[src/rte_pkg.sv]
package rte_pkg;

   localparam logic [7:0] MARK_MASK = 8'h80;
   localparam logic [7:0] LOW_MASK  = 8'h7F;

   localparam int unsigned QDEPTH = 4;
   localparam int unsigned QPTR_W = 2;
   localparam int unsigned QCNT_W = 3;
   localparam int unsigned MAX_RES = 3;

   typedef struct packed {
      logic [7:0] data;
      logic       last;
      logic       blk_end;
   } entry_type;

endpackage

[src/rle_text_encoder.sv]
// latency: the first result byte of an accepted beat is offered on the next cycle when the
//   result queue is empty, else after the bytes already waiting ahead of it
// input throughput: one beat per cycle while each beat yields at most one byte and the
//   result side does not stall
// output: one byte per cycle from a 4-entry result queue while rsp_stall is low; a beat is
//   taken while the queue holds at most one byte, so its up to three bytes always fit
// reset: synchronous, clears the held run and empties the result queue
module rle_text_encoder #(
   parameter int unsigned MAX_RUN = 255
) (
   input  logic       clock,
   input  logic       reset,
   input  logic       req_valid,
   output logic       req_stall,
   input  logic [7:0] req_in_byte,
   input  logic       req_in_end,
   output logic       rsp_valid,
   input  logic       rsp_stall,
   output logic [7:0] rsp_out_byte,
   output logic       rsp_out_last,
   output logic       rsp_block_end
);
   import rte_pkg::*;

   localparam logic [7:0] MaxRun = 8'(MAX_RUN);

   logic [7:0]          held_ff, held_in;
   logic [7:0]          run_ff, run_in;
   entry_type           q_ff [QDEPTH];
   logic [QPTR_W-1:0]   rd_ff, rd_in;
   logic [QCNT_W-1:0]   cnt_ff, cnt_in;
   logic [QPTR_W-1:0]   wr_idx;

   entry_type           res [MAX_RES];
   logic [1:0]          res_cnt;
   logic                accept;
   logic                pop;
   logic                hit;

   assign req_stall = cnt_ff > QCNT_W'(1);
   assign accept    = req_valid && !req_stall;
   assign rsp_valid = cnt_ff != '0;
   assign pop       = rsp_valid && !rsp_stall;
   assign wr_idx    = rd_ff + cnt_ff[QPTR_W-1:0];

   assign rsp_out_byte  = q_ff[rd_ff].data;
   assign rsp_out_last  = q_ff[rd_ff].last;
   assign rsp_block_end = q_ff[rd_ff].blk_end;

   assign hit = (run_ff != '0) && (req_in_byte == held_ff) && (run_ff < MaxRun);

   // build the result list of one beat in stream order
   always_comb begin
      logic [1:0] idx;
      idx     = '0;
      res[0]  = '0;
      res[1]  = '0;
      res[2]  = '0;
      held_in = held_ff;
      run_in  = run_ff;
      if (hit) begin
         run_in = run_ff + 8'd1;
      end else begin
         if (run_ff == 8'd1) begin
            res[idx].data = held_ff & LOW_MASK;
            idx = idx + 2'd1;
         end else if (run_ff >= 8'd2) begin
            res[idx].data = held_ff | MARK_MASK;
            idx = idx + 2'd1;
            res[idx].data = run_ff;
            idx = idx + 2'd1;
         end
         held_in = '0;
         run_in  = '0;
         if (!req_in_byte[7]) begin
            held_in = req_in_byte;
            run_in  = 8'd1;
         end else begin
            res[idx].data = req_in_byte & LOW_MASK;
            idx = idx + 2'd1;
         end
      end
      // end of block flushes whatever is held now
      if (req_in_end) begin
         if (run_in == 8'd1) begin
            res[idx].data = held_in & LOW_MASK;
            idx = idx + 2'd1;
         end else if (run_in >= 8'd2) begin
            res[idx].data = held_in | MARK_MASK;
            idx = idx + 2'd1;
            res[idx].data = run_in;
            idx = idx + 2'd1;
         end
         held_in = '0;
         run_in  = '0;
      end
      if (idx != '0) begin
         res[idx - 2'd1].last    = 1'b1;
         res[idx - 2'd1].blk_end = req_in_end;
      end
      res_cnt = idx;
   end

   always_comb begin
      cnt_in = cnt_ff;
      rd_in  = rd_ff;
      if (accept) begin
         cnt_in = cnt_in + QCNT_W'(res_cnt);
      end
      if (pop) begin
         cnt_in = cnt_in - QCNT_W'(1);
         rd_in  = rd_ff + QPTR_W'(1);
      end
   end

   always_ff @(posedge clock) begin
      if (reset) begin
         held_ff <= '0;
         run_ff  <= '0;
         rd_ff   <= '0;
         cnt_ff  <= '0;
      end else begin
         if (accept) begin
            held_ff <= held_in;
            run_ff  <= run_in;
         end
         rd_ff  <= rd_in;
         cnt_ff <= cnt_in;
      end
   end

   always_ff @(posedge clock) begin
      if (accept) begin
         for (int i = 0; i < MAX_RES; i++) begin
            if (2'(i) < res_cnt) begin
               q_ff[wr_idx + QPTR_W'(i)] <= res[i];
            end
         end
      end
   end

   a_queue_bound: assert property (@(posedge clock) disable iff (reset)
      cnt_ff <= QCNT_W'(QDEPTH))
      else $error("result queue overflow");

   a_run_cap: assert property (@(posedge clock) disable iff (reset)
      run_ff <= MaxRun)
      else $error("run length beyond cap");

   a_end_clears: assert property (@(posedge clock) disable iff (reset)
      accept && req_in_end |=> run_ff == '0 && held_ff == '0)
      else $error("run state not cleared after block end");

   a_end_is_last: assert property (@(posedge clock) disable iff (reset)
      rsp_valid && rsp_block_end |-> rsp_out_last)
      else $error("block end on a byte that is not last of its beat");

endmodule

[config.mk]
export PLATFORM = sky130hd
export DESIGN_NAME = rle_text_encoder
export DESIGN_NICKNAME = d
export VERILOG_FILES = /design/src/rte_pkg.sv /design/src/rle_text_encoder.sv
export SDC_FILE = /design/constraint.sdc
export NUM_CORES = 1
export LEC_CHECK = 0
export BUFFER_PORTS_ARGS = -buffer_cell sky130_fd_sc_hd__buf_4
export CAP_MARGIN = 10
export CORE_ASPECT_RATIO = 1.2
export CORE_MARGIN = 3
export CORE_UTILIZATION = 37
export DETAILED_ROUTE_END_ITERATION = 8
export PLACE_DENSITY = 0.57
export SYNTH_ARGS = -nofsm -noshare
export SYNTH_HDL_FRONTEND = slang
export SYNTH_SLANG_ARGS = --single-unit
[constraint.sdc]
create_clock -name clock -period 5.7 [get_ports clock]
set_input_delay 0.57 -clock clock [delete_from_list [all_inputs] [get_ports clock]]
set_output_delay 0.57 -clock clock [all_outputs]
set_load 0.01 [all_outputs]
======== Word-level counts from Yosys, hierarchy flattened ========
Memory sizes are Yosys's and may differ from the RTL's. A register that Yosys moved wholly into a read port is not among the register bits.
Index checks and enable logic that the tools add are counted.
storage, ports and cells
  bits in registers ....................... 21
  memory bits (writable) .................. 40
  input bits .............................. 13
  output and inout bits ................... 12
  word-level logic and storage cells ...... 109
  memories kept ........................... 1
memories
  memory  words  width  rd ports  clocked after Yosys merged registers in  wr ports  RTL line                RTL
  q_ff    4      10     1         1                                        3         rle_text_encoder.sv:29  entry_type q_ff [QDEPTH];
operators by class
  add/sub/neg operators ................... 11
  order comparisons ....................... 15
  eq/ne operators ......................... 4
  mux-type cells .......................... 55
  bitwise logic cells ..................... 4
  reduce and logical (&&, ||, !) cells .... 14
operators with widths
  cell                                                                    count
  30-bit bitwise mux                                                      6
  30-bit 2-to-1 mux                                                       6
  10-bit demux with 2-bit select                                          5
  8-bit 2-to-1 mux                                                        10
  10-bit 2-to-1 mux                                                       3
  2-bit 2-to-1 mux                                                        11
  8-bit by 1-bit equality test with 1-bit output (second input constant)  2
  8-bit by 2-bit >= comparator with 1-bit output (second input constant)  2
  3-bit >= comparator (second input constant)                             4
  3-bit by 1-bit < comparator with 1-bit output (second input constant)   4
  2-bit NOT with 3-bit output                                             4
  1-bit 2-to-1 mux                                                        11
  2-bit by 1-bit adder with 2-bit output (second input constant)          5
  8-bit by 1-bit adder with 8-bit output (second input constant)          1
  8-bit equality test                                                     1
  1-bit logical AND                                                       8
  8-bit < comparator (second input constant)                              1
  8-bit nonzero test                                                      1
  7-bit 2-to-1 mux                                                        1
  3-bit 2-to-1 mux                                                        2
  1-bit by 2-bit < comparator with 1-bit output (first input constant)    2
  3-bit by 2-bit adder with 3-bit output                                  1
  3-bit by 1-bit > comparator with 1-bit output (second input constant)   1
  3-bit nonzero test                                                      1
  other kinds (9)                                                         10

======== Logic depth before layout (Yosys ltp) ========
Gate-level depths: netlist of run 1.
  depth after elaboration ................. 21
  gate-level depth with buffers ........... 22
  gate-level depth less buffers ........... 19

======== Least setup slack after synthesis of run 1 ========
Ideal clock, no wire load.
  kind .................................... reg2reg
  from .................................... reg run_ff[1]
  to ...................................... reg cnt_ff[1]
  library setup time ...................... 86 ps
  arrival ................................. 3969 ps
  data required time ...................... 5614 ps
  path slack .............................. 1646 ps
  cell stages (with the launch flop) ...... 21
  buffers on the path ..................... 5
  clock period less this slack ............ 4054 ps
  cell sequence ........................... dfxtp_1 ha_1 buf_2 nand3_2 or2_2 clkbuf_1 a32oi_1 inv_1 ha_1 buf_2 nor2_1 o211ai_1 a21o_1 buf_6 clkbuf_8 nand2_4 fa_1 nor2_1 nor2_1 ha_1 a211oi_1
on the way
  word-level cells in the longest chain between the ends .. 16
  elaborated cells between the ends (all ways) .. 25
  classes of those cells .................. add/sub: 6; order compare: 3; eq/ne: 2; mux: 11; reduce/logical: 3
RTL lines
  what                                            RTL line                                        RTL
  from (decl)                                     rle_text_encoder.sv:28                          logic [7:0] run_ff, run_in;
  from (signal assigned)                          rle_text_encoder.sv:125                         run_ff <= run_in;
  8-bit by 2-bit >= comparator with 1-bit output  rle_text_encoder.sv:67                          end else if (run_ff >= 8'd2) begin
  2-bit 2-to-1 mux                                rle_text_encoder.sv:67
  2-bit 2-to-1 mux                                rle_text_encoder.sv:64                          if (run_ff == 8'd1) begin
  2-bit 2-to-1 mux                                rle_text_encoder.sv:61                          if (hit) begin
  2-bit by 1-bit adder with 2-bit output          rle_text_encoder.sv:80                          idx = idx + 2'd1;
  2-bit 2-to-1 mux                                rle_text_encoder.sv:75                          if (!req_in_byte[7]) begin
  2-bit 2-to-1 mux                                rle_text_encoder.sv:61
  2-bit by 1-bit adder with 2-bit output          rle_text_encoder.sv:87, rle_text_encoder.sv:90
  2-bit by 1-bit adder with 2-bit output          rle_text_encoder.sv:92                          idx = idx + 2'd1;
  2-bit 2-to-1 mux                                rle_text_encoder.sv:88                          end else if (run_in >= 8'd2) begin
  2-bit 2-to-1 mux                                rle_text_encoder.sv:85                          if (run_in == 8'd1) begin
  2-bit 2-to-1 mux *                              rle_text_encoder.sv:84                          if (req_in_end) begin
  3-bit by 2-bit adder with 3-bit output *        rle_text_encoder.sv:108                         cnt_in = cnt_in + QCNT_W'(res_cnt);
  3-bit 2-to-1 mux *                              rle_text_encoder.sv:107                         if (accept) begin
  3-bit by 1-bit subtractor with 3-bit output     rle_text_encoder.sv:111                         cnt_in = cnt_in - QCNT_W'(1);
  3-bit 2-to-1 mux *                              rle_text_encoder.sv:110                         if (pop) begin
  to (signal assigned)                            rle_text_encoder.sv:128                         cnt_ff <= cnt_in;
  to (decl)                                       rle_text_encoder.sv:31                          logic [QCNT_W-1:0] cnt_ff, cnt_in;
Mark *: on every way between the ends. The rest lies on a longest branch, timed or not. The select of a mux whose other input is x is not followed.
A chain may end at the register's enable or synchronous reset.

======== Worst setup path in the final report of run 1 ========
  from .................................... reg run_ff[0]
  to ...................................... reg cnt_ff[2]
Same word-level chain as after synthesis.

==> impl_metrics.json, run 1 <==
{
  "routed_via_density": 6.37,
  "synthesis.nets": 610,
  "io_pins": 25,
  "r2r_start": "run_ff[0]",
  "ys_types": 88,
  "cts.path.max_buffers": 2,
  "hold_buffers": 0,
  "synth_fa_ha_area_frac": 0.0353,
  "p_comb_frac": 0.387,
  "hold_start": "held_ff[5]",
  "end_kind": "register",
  "synthCells": 584,
  "yosys.area_share.simple": 0.183,
  "report.final.slew_viol_count": 0,
  "worstPathMaxFanout": 17,
  "coreArea_um2": 14100,
  "fp.dieW_um": 116,
  "arrival_ns": 5.12,
  "initial_core_util": 0.384,
  "drt_wl_total_mm": 16.6,
  "rsz0062_at_grt": "false",
  "gp_congestion": 0.965,
  "final_cells": 755,
  "max_stage_delay_ns": 0.52,
  "yosysWarnings": 0,
  "crit_slowest_cell": "dfxtp_1",
  "seq_area_frac_synth": 0.304,
  "wl_per_cell_um": 22.0,
  "rr_worst_depth": 17,
  "clock-sinks": 62,
  "drtAntennaViolNets": 0,
  "num_vias": 4812,
  "clk_latency_ns": 0.34,
  "postCtsSetupRepairBufs": 0,
  "root_buffer": "clkbuf_16",
  "syn_area_um2": 5390,
  "tns_ns": 0,
  "drive_gt1_frac": 0.195,
  "switching_power_w": 0.000706,
  "place_inst": 739,
  "ff2ff_setup_slack_ns": 0.81,
  "die_y_um": 138,
  "startpoint_type": "register",
  "cap_violations": 0,
  "drtIter0Drc": 511,
  "die_area_um2": 16100,
  "internal_power_w": 0.00129,
  "grt.total_usage": 0.208,
  "synth-seq-cells": 62,
  "finalClockSkew_ns": 0.00978,
  "r2r_end": "cnt_ff[2]",
  "worst_pin_slew_ns": 0.768,
  "hp-class": "reg -> reg",
  "fillCellCount": 1348,
  "grt_pass1_vias": 4527,
  "ys.flop_type": "edfxtp_1",
  "cts_buffers": 9,
  "hold_end": "held_ff[5]",
  "fin_util": 0.416,
  "synth_compound_area_frac": 0.241,
  "outcome": "finished, final reports clean",
  "crit_top_cell": "nor2_1",
  "fmax_mhz": 204,
  "dr.pass1.iters": 6,
  "ys_async_sr_fraction": 0,
  "synth_area_per_cell_um2": 9.23,
  "post-route-period-util": 0.858,
  "final_common_cell": "nor2_1",
  "h-tree-depth": 3,
  "whs_ns": 0.504,
  "drc": 0,
  "hold_viol_final": 0,
  "seqPwrFrac": 0.322,
  "criticalPathCategory": "reg -> reg",
  "switching_share": 0.353,
  "min_period_ns": 4.89,
  "cp.required_ns": 5.92,
  "final_cell_mix": "50 x nor2_1, 48 x nand2_1, 47 x a21oi_1",
  "muxShareOfSynthArea": 0.133,
  "synth_top_family_by_area": "compound AO/OA/AOI/OAI gates",
  "slew-limit-headroom": 0.487,
  "yosys.area_share.xor_xnor": 0.0371,
  "grt_pass1_wl_mm": 26.0,
  "min_path_cells": 2,
  "rows": 47,
  "cts_tree": "yes",
  "vdd_drop_max_uv": 139,
  "area_growth_pct": 8.33,
  "synth_edf_count": 40,
  "clkPwrFrac": 0.291,
  "ctsResizeCount": 0,
  "port_buffers": 24,
  "power_w": 0.00200,
  "final-setup-viol-count": 0,
  "grt_start_max_net_pins": 28,
  "worstPathCellList": "ha_1 > nand3_2 > or2_2 > a32oi_1 > inv_1 > ha_1 > nor2_1 > o211ai_1 > a21o_1 > nand2_4 > fa_1 > nor2_1 > nor2_1 > ha_1 > nand2_1 > xnor2_1 > nor2_1",
  "hpwl_mm": 12.3,
  "power.leakage_nw": 2.14,
  "overflow": 0,
  "antenna_found_initial": 0,
  "antennaDiodeCount": 0,
  "clk_pin_slew_ns": 0.06,
  "nets": 605,
  "powerDensity_nw_per_um2": 342
}
==> worst max-delay path by stage <==
stage	slack, ns	endpoint	start
2_1_floorplan	1.65	cnt_ff[1]	run_ff[1]
3_3_place_gp	1.02	cnt_ff[2]	req_in_byte[5]
3_5_place_dp	0.86	cnt_ff[2]	req_in_byte[5]
4_1_cts	0.87	cnt_ff[2]	run_ff[0]
5_1_grt	0.44	cnt_ff[2]	run_ff[1]
6_report	0.81	cnt_ff[2]	run_ff[0]
==> registers in the layout (all words and copies together) (netlist names), named ones only <==
signal and flops:
held_ff 7, cnt_ff 3, q_ff 40, rd_ff 2, run_ff 8
==> synthesized netlist by cell type (all sizes together), types with 12 or more instances <==
library cell / count / share of area
mux2i: 22 / 0.041
nand3: 30 / 0.032
dfxtp: 22 / 0.082
xor2: 14 / 0.023
nand2: 55 / 0.043
edfxtp: 40 / 0.22
buf: 27 / 0.040
a21oi: 49 / 0.048
mux2: 24 / 0.050
nor2: 50 / 0.035
inv: 16 / 0.012
o211ai: 15 / 0.022
clkbuf: 19 / 0.015
ha: 12 / 0.028
o21ai: 25 / 0.025
==> final cells by class <==
cell class	count	area, µm²	area share
clock buffers	11	233	0.0398
clock inverters	5	73.8	0.0126
flip-flops and latches	62	1640	0.281
well taps	171	214	0.0366
repair buffers	30	225	0.0386
inverters	17	66.3	0.0114
multi-input cells	459	3390	0.580
==> metal layers <==
layer	track usage	wire length [µm]	up-vias
met5	0	0	-
met4	0.0782	476	0
met3	0.0402	1100	34
met2	0.327	7920	236
met1	0.283	7160	2310
li1	-	-	2232
==> power by group through the flow <==
stage / Combinational, W / Sequential (W) / Clock, W
global route: 0.000860 / 0.000657 / 0.000610
global placement: 0.000764 / 0.000653 / 0
detailed placement: 0.000774 / 0.000656 / 0
floorplan: 0.000575 / 0.000618 / 0
finish: 0.000774 / 0.000644 / 0.000581
CTS: 0.000778 / 0.000647 / 0.000591
==> cell families (layout without fill, tap and decap cells) <==
group / Yosys count / after routing
XOR/XNOR: 22 / 22
multiplexers: 56 / 56
flip-flops: 62 / 62
AO/OA/AOI/OAI: 181 / 181
buffers and inverters: 63 / 63
adder cells (fa/ha/maj): 15 / 15
AND/OR/NAND/NOR: 185 / 185
==> through the flow <==
step / setup slack (ns) / area (µm²)
after CTS: 0.866 / 5840
after global routing: 0.438 / 5840
after global placement: 1.02 / 5540
final: 0.807 / 5840
after floorplan: 1.65 / 5390
after detailed placement: 0.860 / 5540
==> worst max-delay path: cells and delay by family, from the launching register on <==
| family | cells | cell delay (ns) |
|---|---|---|
| flops | 1 | 0.52 |
| fa+ha+maj | 4 | 1.45 |
| buf+inv | 1 | 0.16 |
| simple gates | 8 | 1.49 |
| compound gates | 3 | 1.05 |
| xor+xnor | 1 | 0.12 |
Power figures use the tool's default switching activity.
==> run 2, diff against run 1 <==
--- a/config.mk
+++ b/config.mk
@@ -9,9 +9,9 @@
 export CAP_MARGIN = 10
 export CORE_ASPECT_RATIO = 1.2
 export CORE_MARGIN = 3
-export CORE_UTILIZATION = 37
+export CORE_UTILIZATION = 55
 export DETAILED_ROUTE_END_ITERATION = 8
-export PLACE_DENSITY = 0.57
+export PLACE_DENSITY = 0.77
 export SYNTH_ARGS = -nofsm -noshare
 export SYNTH_HDL_FRONTEND = slang
 export SYNTH_SLANG_ARGS = --single-unit
==> impl_metrics.json, run 2 (same netlist as run 1, synthesis figures left out) <==
{
  "dr.pass1.iters": 5,
  "slew-limit-headroom": 0.331,
  "drtIter0Drc": 469,
  "report.final.slew_viol_count": 0,
  "arrival_ns": 4.90,
  "rsz0062_at_grt": "false",
  "clock-sinks": 62,
  "post-place-ws_ns": 0.745,
  "hold_buffers": 0,
  "final-setup-viol-count": 0,
  "critical_path.startpoint": "run_ff[1]",
  "coreArea_um2": 9320,
  "largestRegisters": "q_ff: 40 flops, run_ff: 8 flops, held_ff: 7 flops",
  "fmax_mhz": 203,
  "register_area_um2": 1640,
  "outcome": "finished, final reports clean",
  "regMostFlops": "q_ff",
  "hp-class": "in -> reg",
  "multi_input_area_um2": 3390,
  "fp.dieW_um": 96.4,
  "drive_gt1_frac": 0.194,
  "vdd_drop_max_uv": 168,
  "end_kind": "register",
  "gp_congestion": 1.01,
  "tns_ns": 0,
  "r2r_end": "q_ff[3][4]",
  "worstPathCellList": "inv_1 > ha_1 > or3_1 > o21ai_0 > a32oi_1 > inv_1 > ha_1 > nor2_1 > o211ai_1 > a21o_1 > nand2_4 > maj3_1 > nor2_1",
  "power.leakage_nw": 2.07,
  "cp.required_ns": 5.68,
  "cts_buffers": 9,
  "grt_start_max_net_pins": 28,
  "max_stage_delay_ns": 0.71,
  "antenna_found_initial": 0,
  "io_pins": 25,
  "die_y_um": 114,
  "cap_violations": 0,
  "postCtsSetupRepairBufs": 0,
  "final_cell_mix": "50 x nor2_1, 48 x nand2_1, 47 x a21oi_1",
  "fin_util": 0.606,
  "cp-endpoint": "q_ff[3][4]",
  "final_common_cell": "nor2_1",
  "drc": 0,
  "hold_viol_final": 0,
  "rows": 38,
  "wl_per_cell_um": 23.8,
  "port_buffers": 24,
  "num_vias": 4956,
  "ff2ff_setup_slack_ns": 0.78,
  "cts.path.max_buffers": 2,
  "routed_via_density": 7.07,
  "drtAntennaViolNets": 0,
  "grt.total_usage": 0.315,
  "whs_ns": 0.506,
  "worstPathMaxFanout": 17,
  "area_growth_pct": 4.71,
  "crit_slowest_cell": "nor2_1",
  "largest_reg_flops": 40,
  "criticalPathCategory": "reg -> reg",
  "grt_pass1_wl_mm": 26.5,
  "layout_setup_ws_ns": 0.775,
  "powerDensity_nw_per_um2": 325,
  "h-tree-depth": 3,
  "post-route-period-util": 0.864,
  "antennaDiodeCount": 0,
  "r2r_start": "run_ff[1]",
  "overflow": 0,
  "grt_pass1_vias": 4916,
  "root_buffer": "clkbuf_8",
  "drt_wl_total_mm": 16.7,
  "rr_worst_depth": 13,
  "min_period_ns": 4.92,
  "worst_pin_slew_ns": 1.00,
  "ctsResizeCount": 0,
  "fillCellCount": 817,
  "finalClockSkew_ns": 0.0183,
  "clk_latency_ns": 0.37,
  "die_area_um2": 11000,
  "cts_tree": "yes",
  "clk_pin_slew_ns": 0.09,
  "nets": 602,
  "hpwl_mm": 12.0,
  "startpoint_type": "register",
  "initial_core_util": 0.579
}
-- run 2: cell types whose count changed in the layout (fill, tap and decap cells not counted), sizes merged --
cell / before / now
buf: 30 / 27
bufinv: 2 / 1
clkbuf: 11 / 9
clkinv: 4 / 3
clkinvlp: 0 / 3
inv: 16 / 17
-- run 2: worst min path at each step --
stage / endpoint / slack [ns] / startpoint / depth (start not counted)
2_1_floorplan: held_ff[6] / 0.47 / held_ff[6] / 2
3_3_place_gp: held_ff[3] / 0.50 / held_ff[3] / 2
3_5_place_dp: held_ff[5] / 0.50 / held_ff[5] / 2
4_1_cts: held_ff[5] / 0.50 / req_in_byte[5] / 3
5_1_grt: held_ff[5] / 0.52 / req_in_byte[5] / 3
6_report: held_ff[5] / 0.51 / req_in_byte[5] / 3
-- run 2: cell type report --
class | count | area share
clock inverter | 7 | 0.0131
tap | 120 | 0.0266
multi-input combinational | 459 | 0.600
clock buffer | 9 | 0.0219
timing repair buffer | 27 | 0.0359
sequential | 62 | 0.291
inverter | 17 | 0.0117
-- run 2: power by group --
part | switching (W) | internal [W]
Clock | 0.000210 | 0.000203
Combinational | 0.000458 | 0.000318
Sequential | 0.0000582 | 0.000587
Total | 0.000726 | 0.00111
-- run 2: metal layers --
metal / track usage / up-vias / part of all wire
li1: - / 2231 / -
met1: 0.401 / 2328 / 0.39
met2: 0.521 / 329 / 0.49
met3: 0.0394 / 68 / 0.087
met4: 0.154 / 0 / 0.039
met5: 0 / - / 0
-- run 2: worst max-delay path, delay by kind of cell, from the launching register on --
kind,cells,cell delay (ns)
flip-flops,1,0.52
adder cells (fa/ha/maj),3,1.22
buffers and inverters,2,0.29
AO/OA/AOI/OAI,4,1.03
AND/OR/NAND/NOR,4,1.47
-- run 2: stage by stage --
step	total power [W]	cell area, µm²	instances
final	0.00183	5650	701
after global routing	0.00194	5650	701
after CTS	0.00183	5650	701
after detailed placement	0.00142	5450	685
after global placement	0.00139	5450	685
after floorplan	0.00119	5390	584
==> run 3, diff against run 2 <==
--- a/config.mk
+++ b/config.mk
@@ -9,9 +9,9 @@
 export CAP_MARGIN = 10
 export CORE_ASPECT_RATIO = 1.2
 export CORE_MARGIN = 3
-export CORE_UTILIZATION = 55
+export CORE_UTILIZATION = 63
 export DETAILED_ROUTE_END_ITERATION = 8
-export PLACE_DENSITY = 0.77
+export PLACE_DENSITY = 0.85
 export SYNTH_ARGS = -nofsm -noshare
 export SYNTH_HDL_FRONTEND = slang
 export SYNTH_SLANG_ARGS = --single-unit
==> impl_metrics.json, run 3 (same netlist as run 1, synthesis figures left out) <==
{
  "criticalPathCategory": "reg -> reg",
  "fp.dieW_um": 90.5,
  "initial_core_util": 0.654,
  "antennaDiodeCount": 0,
  "clock-sinks": 62,
  "nets": 604,
  "slew-limit-headroom": 0.377,
  "grt_pass1_vias": 4796,
  "power_w": 0.00188,
  "cp.required_ns": 5.96,
  "min_period_ns": 4.83,
  "drtAntennaViolNets": 0,
  "drt_wl_total_mm": 16.4,
  "worstPathMaxFanout": 17,
  "arrival_ns": 5.10,
  "fillCellCount": 622,
  "clk_pin_slew_ns": 0.08,
  "antenna_found_initial": 0,
  "clk_latency_ns": 0.37,
  "gp_congestion": 0.995,
  "post-place-ws_ns": 0.969,
  "cts.path.max_buffers": 2,
  "vdd_drop_max_uv": 165,
  "postCtsSetupRepairBufs": 0,
  "routed_via_density": 7.22,
  "die_y_um": 107,
  "finalClockSkew_ns": 0.0166,
  "h-tree-depth": 3,
  "grt_start_max_net_pins": 28,
  "final_common_cell": "nor2_1",
  "grt.total_usage": 0.346,
  "post-route-period-util": 0.848,
  "outcome": "finished, final reports clean",
  "hpwl_mm": 12.0,
  "hold_viol_final": 0,
  "port_buffers": 24,
  "layout_setup_ws_ns": 0.866,
  "cts_tree": "yes",
  "power.leakage_nw": 2.09,
  "cts_buffers": 9,
  "ctsResizeCount": 0,
  "grt_pass1_wl_mm": 26.2,
  "drtIter0Drc": 471,
  "rsz0062_at_grt": "false",
  "startpoint_type": "register",
  "area_growth_pct": 5.13,
  "largest_reg_flops": 40,
  "wl_per_cell_um": 23.6,
  "final-setup-viol-count": 0,
  "coreArea_um2": 8240,
  "hp-class": "reg -> reg",
  "root_buffer": "clkbuf_8",
  "final_cell_mix": "50 x nor2_1, 48 x nand2_1, 47 x a21oi_1",
  "report.final.slew_viol_count": 0,
  "powerDensity_nw_per_um2": 331,
  "hold_buffers": 0,
  "regMostFlops": "q_ff",
  "rows": 36,
  "drive_gt1_frac": 0.196,
  "worst_pin_slew_ns": 0.933,
  "cap_violations": 0,
  "io_pins": 25,
  "largestRegisters": "q_ff: 40 flops, run_ff: 8 flops, held_ff: 7 flops",
  "tns_ns": 0,
  "drc": 0,
  "overflow": 0,
  "dr.pass1.iters": 6,
  "end_kind": "register",
  "fmax_mhz": 207,
  "num_vias": 5033,
  "die_area_um2": 9710
}
-- run 3: changes by cell type in the layout (fill, tap and decap cells not counted), sizes merged --
cell | before | now
clkinv | 3 | 5
inv | 17 | 16
buf | 27 | 29
clkinvlp | 3 | 1
bufinv | 1 | 2
-- run 3: worst max-delay path, stage by stage (launching register included) --
cell and delay [ns]:
dfxtp_1 0.50, ha_1 0.37, nand3_2 0.17, or2_2 0.49
a32oi_1 0.43, inv_1 0.16, ha_1 0.40, nor2_1 0.21
o211ai_1 0.13, a21o_1 0.43, nand2_4 0.21, fa_1 0.43
nor2_1 0.15, nor2_1 0.07, ha_1 0.29, a211oi_1 0.26
-- run 3: final timing paths --
check / startpoint / to / slack (ns) / cells past startpoint
max reg2reg: run_ff[0] / cnt_ff[1] / 0.87 / 15
min: held_ff[6] / held_ff[6] / 0.52 / 2
max: run_ff[0] / cnt_ff[1] / 0.87 / 15
min reg2reg: held_ff[6] / held_ff[6] / 0.52 / 2
-- run 3: area by class of cell --
class	count	area (µm²)	area share
sequential	62	1640	0.290
multi-input combinational	459	3390	0.598
timing repair buffer	29	218	0.0384
clock inverter	7	88.8	0.0157
clock buffer	9	124	0.0218
inverter	17	66.3	0.0117
tap	114	143	0.0252
-- run 3: power by group --
part	switching [W]	internal, W
clock	0.000200	0.000243
sequential	0.0000604	0.000587
combinational	0.000462	0.000324
total	0.000722	0.00115
-- run 3: per-stage QoR --
step | std cells | hold slack (ns) | area, µm² | util
6_report | 697 | 0.516 | 5670 | 0.688
5_1_grt | 697 | 0.528 | 5670 | 0.688
4_1_cts | 697 | 0.513 | 5670 | 0.688
3_5_place_dp | 681 | 0.501 | 5460 | 0.662
3_3_place_gp | 681 | 0.493 | 5460 | 0.662
2_1_floorplan | 584 | 0.469 | 5390 | -
-- run 3: metal layers --
metal | share of wire | wire [µm] | global-route usage
met1 | 0.38 | 6190 | 0.430
met2 | 0.47 | 7810 | 0.574
met3 | 0.090 | 1480 | 0.0692
met4 | 0.058 | 958 | 0.171
met5 | 0 | 0 | 0
